## src/hdl/assert_macros.svh

```systemverilog
// assertion helpers used by the top-level rtl file
`ifndef ASSERT_MACROS_SVH
`define ASSERT_MACROS_SVH

// property checked on every rising edge of aclk outside reset
`define ASSERT_CLK(label, prop, msg) \
    label: assert property (@(posedge aclk) disable iff (!aresetn) (prop)) else $error(msg);

// condition that must never be true outside reset
`define ASSERT_NEVER(label, cond, msg) \
    `ASSERT_CLK(label, !(cond), msg)

`endif

```

## src/hdl/lla_pkg.sv

```systemverilog
// ---------------------------------------------------------------------------
// lla_pkg
// shared widths, register indexes, reset values and types of the light
// level moving average block
// ---------------------------------------------------------------------------
package lla_pkg;

    localparam int SAMPLE_W = 12;
    localparam int LEVEL_W  = 7;
    localparam int THR_W    = 7;

    // full scale of the level
    localparam int LEVEL_MAX = 100;

    // quotient steps of the front end serial divider (quotient never exceeds 100)
    localparam int DIV_STEPS = LEVEL_W;

    localparam int RING_DEPTH_DEFAULT = 16;
    localparam int QUEUE_DEPTH        = 2;

    // configuration port
    localparam int CFG_IDX_W  = 2;
    localparam int CFG_DATA_W = 12;

    localparam logic [CFG_IDX_W-1:0] REG_LOW_LIMIT        = 2'd0;
    localparam logic [CFG_IDX_W-1:0] REG_HIGH_LIMIT       = 2'd1;
    localparam logic [CFG_IDX_W-1:0] REG_CHANGE_THRESHOLD = 2'd2;

    localparam logic [SAMPLE_W-1:0] LOW_LIMIT_RESET        = 12'd0;
    localparam logic [SAMPLE_W-1:0] HIGH_LIMIT_RESET       = 12'd4095;
    localparam logic [THR_W-1:0]    CHANGE_THRESHOLD_RESET = 7'd5;

    typedef struct packed {
        logic [SAMPLE_W-1:0] low_limit;
        logic [SAMPLE_W-1:0] high_limit;
        logic [THR_W-1:0]    change_threshold;
    } lla_cfg_t;

    // status of the level queue: full to the front end, empty to the back end
    typedef struct packed {
        logic full;
        logic empty;
    } lla_q_status_t;

endpackage

```

## src/hdl/light_level_moving_average.sv

```systemverilog
// ---------------------------------------------------------------------------
// light_level_moving_average
// clamps, rescales light samples to 0..100, keeps a ring of levels, reports
// the ring mean at first and when a level strays past the change threshold
// ---------------------------------------------------------------------------
// The front end takes no new sample until it is idle again: it captures
// the sample, scales it by 100, runs the restoring divide by the span (none
// for an empty span) and hands the level over to a 2-entry level queue. The
// back end fetches a level, updates the ring and sum and, for a level that
// causes a report, takes the mean and waits for the output handshake; the
// mean is the running sum times the reciprocal of the ring depth. A result
// held at the output backs up the queue and then the front end. The ring
// needs no clearing pass: slots not yet written since reset read as zero.
`include "assert_macros.svh"

module light_level_moving_average
    import lla_pkg::*;
#(
    parameter int RING_DEPTH = RING_DEPTH_DEFAULT
) (
    input  logic                  aclk,
    input  logic                  aresetn,
    input  logic                  cfg_we,
    input  logic [CFG_IDX_W-1:0]  cfg_index,
    input  logic [CFG_DATA_W-1:0] cfg_data,
    input  logic                  s_valid,
    output logic                  s_ready,
    input  logic [SAMPLE_W-1:0]   s_raw_sample,
    output logic                  m_valid,
    input  logic                  m_ready,
    output logic [LEVEL_W-1:0]    m_light_level
);

    lla_cfg_t      cfg_reg;
    lla_q_status_t q_status;
    logic          push_valid;
    logic [LEVEL_W-1:0] push_level;
    logic          pop;
    logic [LEVEL_W-1:0] pop_level;

    // configuration registers, unknown indexes ignored
    always_ff @(posedge aclk) begin
        if (!aresetn) begin
            cfg_reg.low_limit        <= LOW_LIMIT_RESET;
            cfg_reg.high_limit       <= HIGH_LIMIT_RESET;
            cfg_reg.change_threshold <= CHANGE_THRESHOLD_RESET;
        end else if (cfg_we) begin
            case (cfg_index)
                REG_LOW_LIMIT:        cfg_reg.low_limit        <= cfg_data[SAMPLE_W-1:0];
                REG_HIGH_LIMIT:       cfg_reg.high_limit       <= cfg_data[SAMPLE_W-1:0];
                REG_CHANGE_THRESHOLD: cfg_reg.change_threshold <= cfg_data[THR_W-1:0];
                default: begin
                end
            endcase
        end
    end

    lla_front u_front (
        .aclk         (aclk),
        .aresetn      (aresetn),
        .cfg          (cfg_reg),
        .s_valid      (s_valid),
        .s_ready      (s_ready),
        .s_raw_sample (s_raw_sample),
        .push_valid   (push_valid),
        .push_level   (push_level),
        .q_status     (q_status)
    );

    lla_queue u_queue (
        .aclk       (aclk),
        .aresetn    (aresetn),
        .push       (push_valid),
        .push_level (push_level),
        .pop        (pop),
        .pop_level  (pop_level),
        .status     (q_status)
    );

    lla_back #(
        .RING_DEPTH (RING_DEPTH)
    ) u_back (
        .aclk          (aclk),
        .aresetn       (aresetn),
        .cfg           (cfg_reg),
        .q_status      (q_status),
        .pop_level     (pop_level),
        .pop           (pop),
        .m_valid       (m_valid),
        .m_ready       (m_ready),
        .m_light_level (m_light_level)
    );

    // checks
    `ASSERT_CLK(a_level_range, m_valid |-> (m_light_level <= LEVEL_W'(LEVEL_MAX)), "average above full scale")
    `ASSERT_CLK(a_front_busy, (s_valid && s_ready) |=> !s_ready, "front took a request while busy")
    `ASSERT_NEVER(a_queue_empty_full, q_status.full && q_status.empty, "queue both full and empty")
    `ASSERT_CLK(a_push_level_range, push_valid |-> (push_level <= LEVEL_W'(LEVEL_MAX)), "scaled level above full scale")

endmodule

```

## src/hdl/lla_front.sv

```systemverilog
// ---------------------------------------------------------------------------
// lla_front
// accepts raw samples, clamps them and rescales them to a level of 0 to 100
// with a restoring divider, one quotient bit per cycle
// ---------------------------------------------------------------------------
module lla_front
    import lla_pkg::*;
(
    input  logic                aclk,
    input  logic                aresetn,
    input  lla_cfg_t            cfg,
    input  logic                s_valid,
    output logic                s_ready,
    input  logic [SAMPLE_W-1:0] s_raw_sample,
    output logic                push_valid,
    output logic [LEVEL_W-1:0]  push_level,
    input  lla_q_status_t       q_status
);

    localparam int NUM_W  = SAMPLE_W + LEVEL_W;
    localparam int STEP_W = $clog2(DIV_STEPS);

    typedef enum logic [1:0] {F_IDLE, F_MUL, F_DIV, F_PUSH} f_state_t;

    f_state_t            state_reg;
    logic [SAMPLE_W-1:0] off_reg;
    logic [SAMPLE_W-1:0] span_reg;
    logic                empty_reg;
    logic [NUM_W-1:0]    rem_reg;
    logic [LEVEL_W-1:0]  quo_reg;
    logic [STEP_W-1:0]   step_reg;

    logic                span_empty;
    logic [SAMPLE_W-1:0] clamped;
    logic [NUM_W-1:0]    div_cand;

    // clamp to the limits, empty span gives level zero
    always_comb begin
        span_empty = (cfg.high_limit <= cfg.low_limit);
        if (s_raw_sample < cfg.low_limit) begin
            clamped = cfg.low_limit;
        end else if (s_raw_sample > cfg.high_limit) begin
            clamped = cfg.high_limit;
        end else begin
            clamped = s_raw_sample;
        end
    end

    // divisor shifted to the current quotient bit
    assign div_cand = NUM_W'(span_reg) << step_reg;

    assign s_ready    = (state_reg == F_IDLE);
    assign push_valid = (state_reg == F_PUSH);
    assign push_level = quo_reg;

    // sequencer: capture, scale by 100, divide unless the span is empty, hand over
    always_ff @(posedge aclk) begin
        if (!aresetn) begin
            state_reg <= F_IDLE;
        end else begin
            case (state_reg)
                F_IDLE: begin
                    if (s_valid) begin
                        off_reg   <= clamped - cfg.low_limit;
                        span_reg  <= cfg.high_limit - cfg.low_limit;
                        empty_reg <= span_empty;
                        state_reg <= F_MUL;
                    end
                end
                F_MUL: begin
                    rem_reg  <= NUM_W'(off_reg) * NUM_W'(LEVEL_MAX);
                    quo_reg  <= '0;
                    step_reg <= STEP_W'(DIV_STEPS - 1);
                    state_reg <= empty_reg ? F_PUSH : F_DIV;
                end
                F_DIV: begin
                    if (rem_reg >= div_cand) begin
                        rem_reg           <= rem_reg - div_cand;
                        quo_reg[step_reg] <= 1'b1;
                    end
                    if (step_reg == '0) begin
                        state_reg <= F_PUSH;
                    end else begin
                        step_reg <= step_reg - 1'b1;
                    end
                end
                F_PUSH: begin
                    if (!q_status.full) begin
                        state_reg <= F_IDLE;
                    end
                end
                default: begin
                    state_reg <= F_IDLE;
                end
            endcase
        end
    end

endmodule

```

## src/hdl/lla_queue.sv

```systemverilog
// ---------------------------------------------------------------------------
// lla_queue
// short fifo of levels between the front end and the averaging back end
// ---------------------------------------------------------------------------
module lla_queue
    import lla_pkg::*;
(
    input  logic               aclk,
    input  logic               aresetn,
    input  logic               push,
    input  logic [LEVEL_W-1:0] push_level,
    input  logic               pop,
    output logic [LEVEL_W-1:0] pop_level,
    output lla_q_status_t      status
);

    localparam int PTR_W = (QUEUE_DEPTH > 1) ? $clog2(QUEUE_DEPTH) : 1;
    localparam int CNT_W = $clog2(QUEUE_DEPTH + 1);

    logic [LEVEL_W-1:0] entry_reg [QUEUE_DEPTH];
    logic [PTR_W-1:0]   wr_ptr_reg;
    logic [PTR_W-1:0]   rd_ptr_reg;
    logic [CNT_W-1:0]   count_reg;

    logic do_push;
    logic do_pop;

    assign status.full  = (count_reg == CNT_W'(QUEUE_DEPTH));
    assign status.empty = (count_reg == '0);
    assign do_push      = push && !status.full;
    assign do_pop       = pop && !status.empty;
    assign pop_level    = entry_reg[rd_ptr_reg];

    // storage
    always_ff @(posedge aclk) begin
        if (do_push) begin
            entry_reg[wr_ptr_reg] <= push_level;
        end
    end

    // pointers and fill count
    always_ff @(posedge aclk) begin
        if (!aresetn) begin
            wr_ptr_reg <= '0;
            rd_ptr_reg <= '0;
            count_reg  <= '0;
        end else begin
            if (do_push) begin
                wr_ptr_reg <= (wr_ptr_reg == PTR_W'(QUEUE_DEPTH - 1)) ? '0
                                                                      : wr_ptr_reg + 1'b1;
            end
            if (do_pop) begin
                rd_ptr_reg <= (rd_ptr_reg == PTR_W'(QUEUE_DEPTH - 1)) ? '0
                                                                      : rd_ptr_reg + 1'b1;
            end
            case ({do_push, do_pop})
                2'b10:   count_reg <= count_reg + 1'b1;
                2'b01:   count_reg <= count_reg - 1'b1;
                default: count_reg <= count_reg;
            endcase
        end
    end

endmodule

```

## src/hdl/lla_back.sv

```systemverilog
// ---------------------------------------------------------------------------
// lla_back
// writes levels into the ring, keeps a running sum, decides on a report and
// forms the mean by multiplying the sum with the reciprocal of the ring depth
// ---------------------------------------------------------------------------
module lla_back
    import lla_pkg::*;
#(
    parameter int RING_DEPTH = RING_DEPTH_DEFAULT
) (
    input  logic               aclk,
    input  logic               aresetn,
    input  lla_cfg_t           cfg,
    input  lla_q_status_t      q_status,
    input  logic [LEVEL_W-1:0] pop_level,
    output logic               pop,
    output logic               m_valid,
    input  logic               m_ready,
    output logic [LEVEL_W-1:0] m_light_level
);

    localparam int SLOT_W = (RING_DEPTH > 1) ? $clog2(RING_DEPTH) : 1;
    localparam int SUM_W  = $clog2(LEVEL_MAX * RING_DEPTH + 1);

    // reciprocal of the ring depth, exact for every sum below 2**SUM_W
    localparam int DIV_SHIFT = SUM_W + $clog2(RING_DEPTH);
    localparam int DIV_MULT  = ((1 << DIV_SHIFT) + RING_DEPTH - 1) / RING_DEPTH;
    localparam int MULT_W    = SUM_W + 2;
    localparam int PROD_W    = SUM_W + MULT_W;

    typedef enum logic [2:0] {B_IDLE, B_UPDATE, B_DIV, B_OUT} b_state_t;

    b_state_t           state_reg;
    logic [LEVEL_W-1:0] ring_mem [RING_DEPTH];
    logic [LEVEL_W-1:0] rd_reg;
    logic [SLOT_W-1:0]  slot_reg;
    logic               wrapped_reg;
    logic [SUM_W-1:0]   sum_reg;
    logic [LEVEL_W-1:0] level_reg;
    logic [LEVEL_W-1:0] last_avg_reg;
    logic               avg_valid_reg;
    logic               m_valid_reg;

    logic [LEVEL_W-1:0] old_level;
    logic [SUM_W-1:0]   sum_next;
    logic [LEVEL_W-1:0] diff;
    logic               report;
    logic [PROD_W-1:0]  mean_prod;
    logic               ring_we;

    // slot never written since reset reads as zero
    always_comb begin
        old_level = wrapped_reg ? rd_reg : '0;
        sum_next  = sum_reg + SUM_W'(level_reg) - SUM_W'(old_level);
        diff      = (level_reg > last_avg_reg) ? (level_reg - last_avg_reg)
                                               : (last_avg_reg - level_reg);
        report    = !avg_valid_reg || (diff > cfg.change_threshold);
        mean_prod = PROD_W'(sum_reg) * PROD_W'(MULT_W'(DIV_MULT));
    end

    assign pop           = (state_reg == B_IDLE) && !q_status.empty;
    assign ring_we       = (state_reg == B_UPDATE);
    assign m_valid       = m_valid_reg;
    assign m_light_level = last_avg_reg;

    // ring memory, registered read at the current slot
    always_ff @(posedge aclk) begin
        if (ring_we) begin
            ring_mem[slot_reg] <= level_reg;
        end
        rd_reg <= ring_mem[slot_reg];
    end

    // sequencer: fetch, update ring and sum, and on a report take the mean and present result
    always_ff @(posedge aclk) begin
        if (!aresetn) begin
            state_reg     <= B_IDLE;
            slot_reg      <= '0;
            wrapped_reg   <= 1'b0;
            sum_reg       <= '0;
            last_avg_reg  <= '0;
            avg_valid_reg <= 1'b0;
            m_valid_reg   <= 1'b0;
        end else begin
            case (state_reg)
                B_IDLE: begin
                    if (!q_status.empty) begin
                        level_reg <= pop_level;
                        state_reg <= B_UPDATE;
                    end
                end
                B_UPDATE: begin
                    sum_reg <= sum_next;
                    if (slot_reg == SLOT_W'(RING_DEPTH - 1)) begin
                        slot_reg    <= '0;
                        wrapped_reg <= 1'b1;
                    end else begin
                        slot_reg <= slot_reg + 1'b1;
                    end
                    state_reg <= report ? B_DIV : B_IDLE;
                end
                B_DIV: begin
                    // truncated mean from the updated sum
                    last_avg_reg  <= mean_prod[DIV_SHIFT +: LEVEL_W];
                    avg_valid_reg <= 1'b1;
                    m_valid_reg   <= 1'b1;
                    state_reg     <= B_OUT;
                end
                B_OUT: begin
                    if (m_ready) begin
                        m_valid_reg <= 1'b0;
                        state_reg   <= B_IDLE;
                    end
                end
                default: begin
                    state_reg <= B_IDLE;
                end
            endcase
        end
    end

endmodule
```

## config.mk

```make
export PLATFORM = sky130hd
export DESIGN_NAME = light_level_moving_average
export DESIGN_NICKNAME = d
export VERILOG_FILES = /design/src/hdl/lla_pkg.sv /design/src/hdl/light_level_moving_average.sv /design/src/hdl/lla_front.sv /design/src/hdl/lla_queue.sv /design/src/hdl/lla_back.sv
export VERILOG_INCLUDE_DIRS = /design/src /design/src/hdl
export SDC_FILE = /design/constraint.sdc
export NUM_CORES = 1
export LEC_CHECK = 0
export ABC_AREA = 1
export ABC_CLOCK_PERIOD_IN_PS = 4300
export BUFFER_PORTS_ARGS = -buffer_cell sky130_fd_sc_hd__buf_2
export CORE_MARGIN = 5
export CORE_UTILIZATION = 30
export CTS_CLUSTER_DIAMETER = 50
export DETAILED_ROUTE_END_ITERATION = 10
export PLACE_DENSITY = 0.54
export SLEW_MARGIN = 15
export SYNTH_ARGS = -nofsm -noshare
export SYNTH_HDL_FRONTEND = slang
export SYNTH_SLANG_ARGS = --single-unit
export TNS_END_PERCENT = 100
```

## constraint.sdc

```tcl
create_clock -name aclk -period 4.3 [get_ports aclk]
set_input_delay 0.215 -clock aclk [delete_from_list [all_inputs] [get_ports aclk]]
set_output_delay 0.215 -clock aclk [all_outputs]
set_load 0.02 [all_outputs]
```

==> metrics.csv <==
stage,metric,value,unit
status,status,finished clean,
sta,worst setup margin,0.6579,ns
power_and_ir_drop,Pint,6.883,mW
floorplanning,die footprint,56610,µm²
sta,setup TNS,0,ns
clock_tree,root buf cell,clkbuf_16,
sta,final hold violation count,0,
cells_and_area,synthesis-to-layout area growth,14.59,%
clock_tree,CTS tree,yes,
cells_and_area,Layout fillers,5272,
synthesis,post-synthesis async set-or-reset flop share,0,%
synthesis,sequential area share after synthesis,45.15,%
critical_path,Top delay family on crit path,simple AND/OR/NAND/NOR gates,
global_route,vias in the first global route,11480,
critical_path,Crit Reg-Reg Startpoint,cfg_reg[18]$_SDFFE_PN1P_,
power_and_ir_drop,P_sw,4.796,mW
global_route,first-pass GRT wire length,61.98,mm
floorplanning,Core Area,51410,µm²
critical_path,Critical Path Sink Type,flop,
worst_hold_path,hold_sp,cfg_index[0],
critical_path,required time of the critical path,4.58,ns
power_and_ir_drop,Reg power frac,29.9,%
cells_and_area,"commonest non-fill, non-tap cell in the layout",nand2_1,
drt,vias per cell,4.800,
critical_path,slowest CP cell,fa_1,
critical_path,critical path peak fanout,14,
clock_tree,Worst-path clk slew,0.05,ns
floorplanning,I/O Pins,40,
sta,slew at the pin closest to its max-slew limit,1.091,ns
drt,Routed WL,39.12,mm
critical_path,CP arrival,3.92,ns
clock_tree,CTS Sinks,258,
synthesis,synthesized area per cell,8.746,µm²
placement,"worst slack, placed",0.7073,ns
critical_path,crit path launch type,flop,
clock_tree,CTS H-tree depth,2,
power_and_ir_drop,maximum VDD drop,277.4,µV
sta,Max Clock Skew,0.01997,ns
synthesis,#FFs+latches synth,258,
global_route,remaining global-route overflow,0,
synthesis,Post-Synthesis Cell Area,15590,µm²
critical_path,most frequent CP cell,nand2_1,
cells_and_area,Register Area,7038,µm²
synthesis,Yosys warning count,0,
cells_and_area,max FFs per register,112,
power_and_ir_drop,Clock power frac,25.1,%
floorplanning,initial core utilization,30.32,%
placement,PortBufs,39,
drt,antenna-violating nets left,0,
power_and_ir_drop,Sw Share,41.06,%
synthesis,synthesized instance count,1782,
clock_tree,cts bufs inserted,35,
sta,RSZ-0062 raised after global routing,false,
drt,DRT iter0 DRCs,826,
floorplanning,Die Wd,237.9,µm
sta,worst rel slew slack,26.71,%
cells_and_area,share of cells above drive strength 1,7.841,%
run,Max-Cap Viols,0,
synthesis,Synth Flop Type,edfxtp_1,
clock_tree,Setup Buffers After CTS,0,
drt,wire per inst,15.39,µm
synthesis,Syn Nets,1979,
sta,post-layout min period,3.642,ns
power_and_ir_drop,logic gate share of total power,45.0,%
placement,placer congestion estimate,0.8935,
drt,Residual DRC,0,
placement,HPWL Detailed,29.26,mm
global_route,largest net degree at the start of global routing,51,
power_and_ir_drop,Power Density,653.9,nW/µm²
sta,final setup fails,0,
clock_tree,clk buf depth,3,
cells_and_area,ant diodes,0,
critical_path,CP Buf/Inv Count,4,
floorplanning,row cnt,83,
global_route,initial antenna violation count,0,
power_and_ir_drop,Pleak,7.591,nW
cells_and_area,most frequent cells in the layout,"nand2_1, inv_1, edfxtp_1",
worst_hold_path,Hold WC Path Type,input pin to flop,
critical_path,Max stage delay on crit path,0.44,ns
synthesis,Synth cell types,51,
sta,final worst-path cycle share,84.70,%
critical_path,crit path launch,cfg_reg[18]$_SDFFE_PN1P_,
cells_and_area,fin util,34.75,%
clock_tree,clock latency on the worst-skew pair,0.54,ns
floorplanning,die span in y,237.9,µm
global_route,gr usage total,13.51,%
sta,worst hold slack,0.06289,ns
drt,routed via count,12200,
cells_and_area,Multi-input gate area,7396,µm²
sta,fmax,274.6,MHz
cells_and_area,NumNets Final,2032,
synthesis,Post-synth EDFFs,187,
drt,DRT Pass-1 Iters,5,
critical_path,crit path cell chain,"inv_1, ha_1, nand2_1, inv_1, nand2_1, inv_1, nand2_1, nand2_1, nand2_1, o211ai_1, o21ai_1, ha_1, inv_1, fa_1, a21oi_1, nor2_1, nor2_1, xnor2_1",
sta,Max Slew Vio Count,0,
critical_path,critical path class,flop to flop,
critical_path,"reg-to-reg slack, setup",0.66,ns
## power groups by stage
stage / Sequential (mW) / Combinational (mW) / Clock (mW)
floorplan: 3.44 / 3.95 / 0
detailed placement: 3.54 / 5.21 / 0
global placement: 3.53 / 5.19 / 0
global route: 3.53 / 6.02 / 3.13
finish: 3.49 / 5.26 / 2.93
CTS: 3.49 / 5.27 / 3.01
## cell type report
type	count	area share [%]
Inverter	246	5.170
Clock buffer	43	5.184
Timing Repair Buffer	70	2.564
Clock inverter	21	1.506
Multi-Input combinational cell	1224	41.41
Sequential cell	258	39.40
Tap cell	680	4.764
## layer usage
| layer | share of wire, % | vias to the layer above | GRT usage, % |
|---|---|---|---|
| li1 | - | 6155 | - |
| met2 | 44 | 300 | 21.09 |
| met5 | 0 | - | 0 |
| met4 | 1.7 | 0 | 3.533 |
| met3 | 5.6 | 50 | 2.369 |
| met1 | 49 | 5696 | 19.46 |
## cell usage after synthesis, types with 2 or more instances
master / number / area share [%]
o21bai_1: 4 / 0.19
inv_1: 234 / 5.6
o21ai_0: 140 / 4.5
nand4_1: 21 / 0.84
a21oi_2: 2 / 0.11
a31oi_1: 18 / 0.72
nor3_1: 16 / 0.51
mux2i_1: 2 / 0.13
nor2_1: 159 / 3.8
edfxtp_1: 187 / 36
o211ai_1: 16 / 0.77
clkbuf_1: 32 / 0.77
xor2_1: 28 / 1.6
buf_6: 2 / 0.14
fa_1: 19 / 2.4
a21boi_1: 4 / 0.19
inv_2: 10 / 0.24
a211oi_1: 4 / 0.19
a21oi_1: 128 / 4.1
o22ai_1: 31 / 1.2
or2_2: 2 / 0.080
nand3_1: 67 / 2.2
a21o_1: 6 / 0.29
ha_1: 147 / 12
dfxtp_1: 71 / 9.1
o21ai_1: 24 / 0.77
buf_2: 19 / 0.61
a21oi_4: 2 / 0.21
o31ai_1: 4 / 0.19
nand2_2: 5 / 0.20
or2_1: 2 / 0.080
o21ai_2: 3 / 0.17
clkinv_1: 2 / 0.048
nand2_1: 339 / 8.2
xnor2_1: 15 / 0.84
nand3b_1: 2 / 0.096
## path summary, 6_finish.rpt
kind / end / cells past startpoint
max: u_front.off_reg[8]$_DFFE_PP_ / 18
min: cfg_reg[19]$_SDFFE_PN0P_ / 4
max reg2reg: u_front.off_reg[8]$_DFFE_PP_ / 18
min reg2reg: cfg_reg[3]$_SDFFE_PN0P_ / 2
## logic make-up after synthesis
logic type / count (synthesis) / share of synthesized area, %
xor gates and xnor gates: 43 / 2.416
AOI/OAI and AO/OA: 395 / 14.33
buffers and inverters: 300 / 7.474
muxes: 2 / 0.1284
adders and majority gates: 166 / 14.24
DFF: 258 / 45.15
and+or+nand+nor: 618 / 16.26
## worst register-to-register path, delay by kind of cell (launching register included)
family	cells	cell delay, ns
buffers and inverters	4	0.26
AND/OR/NAND/NOR	7	1.27
XOR/XNOR	1	0.07
AO/OA/AOI/OAI	3	0.45
adder cells (fa/ha/maj)	3	0.96
flip-flops	1	0.37
## what timing repair did
action / in CTS / in global routing
resized for setup: 0 / 0
hold buffers: 12 / 0
endpoints found under the hold margin: 22 / 0
endpoints found under the setup margin: 0 / 0
## metrics by stage
stage	area, µm²	total power [mW]	std cells
2_1_floorplan	15590	7.394	1782
3_3_place_gp	16550	8.721	2466
3_5_place_dp	16550	8.751	2466
4_1_cts	17860	11.76	2542
5_1_grt	17860	12.68	2542
6_report	17860	11.68	2542
No activity file was read; power rests on OpenSTA's default activity.
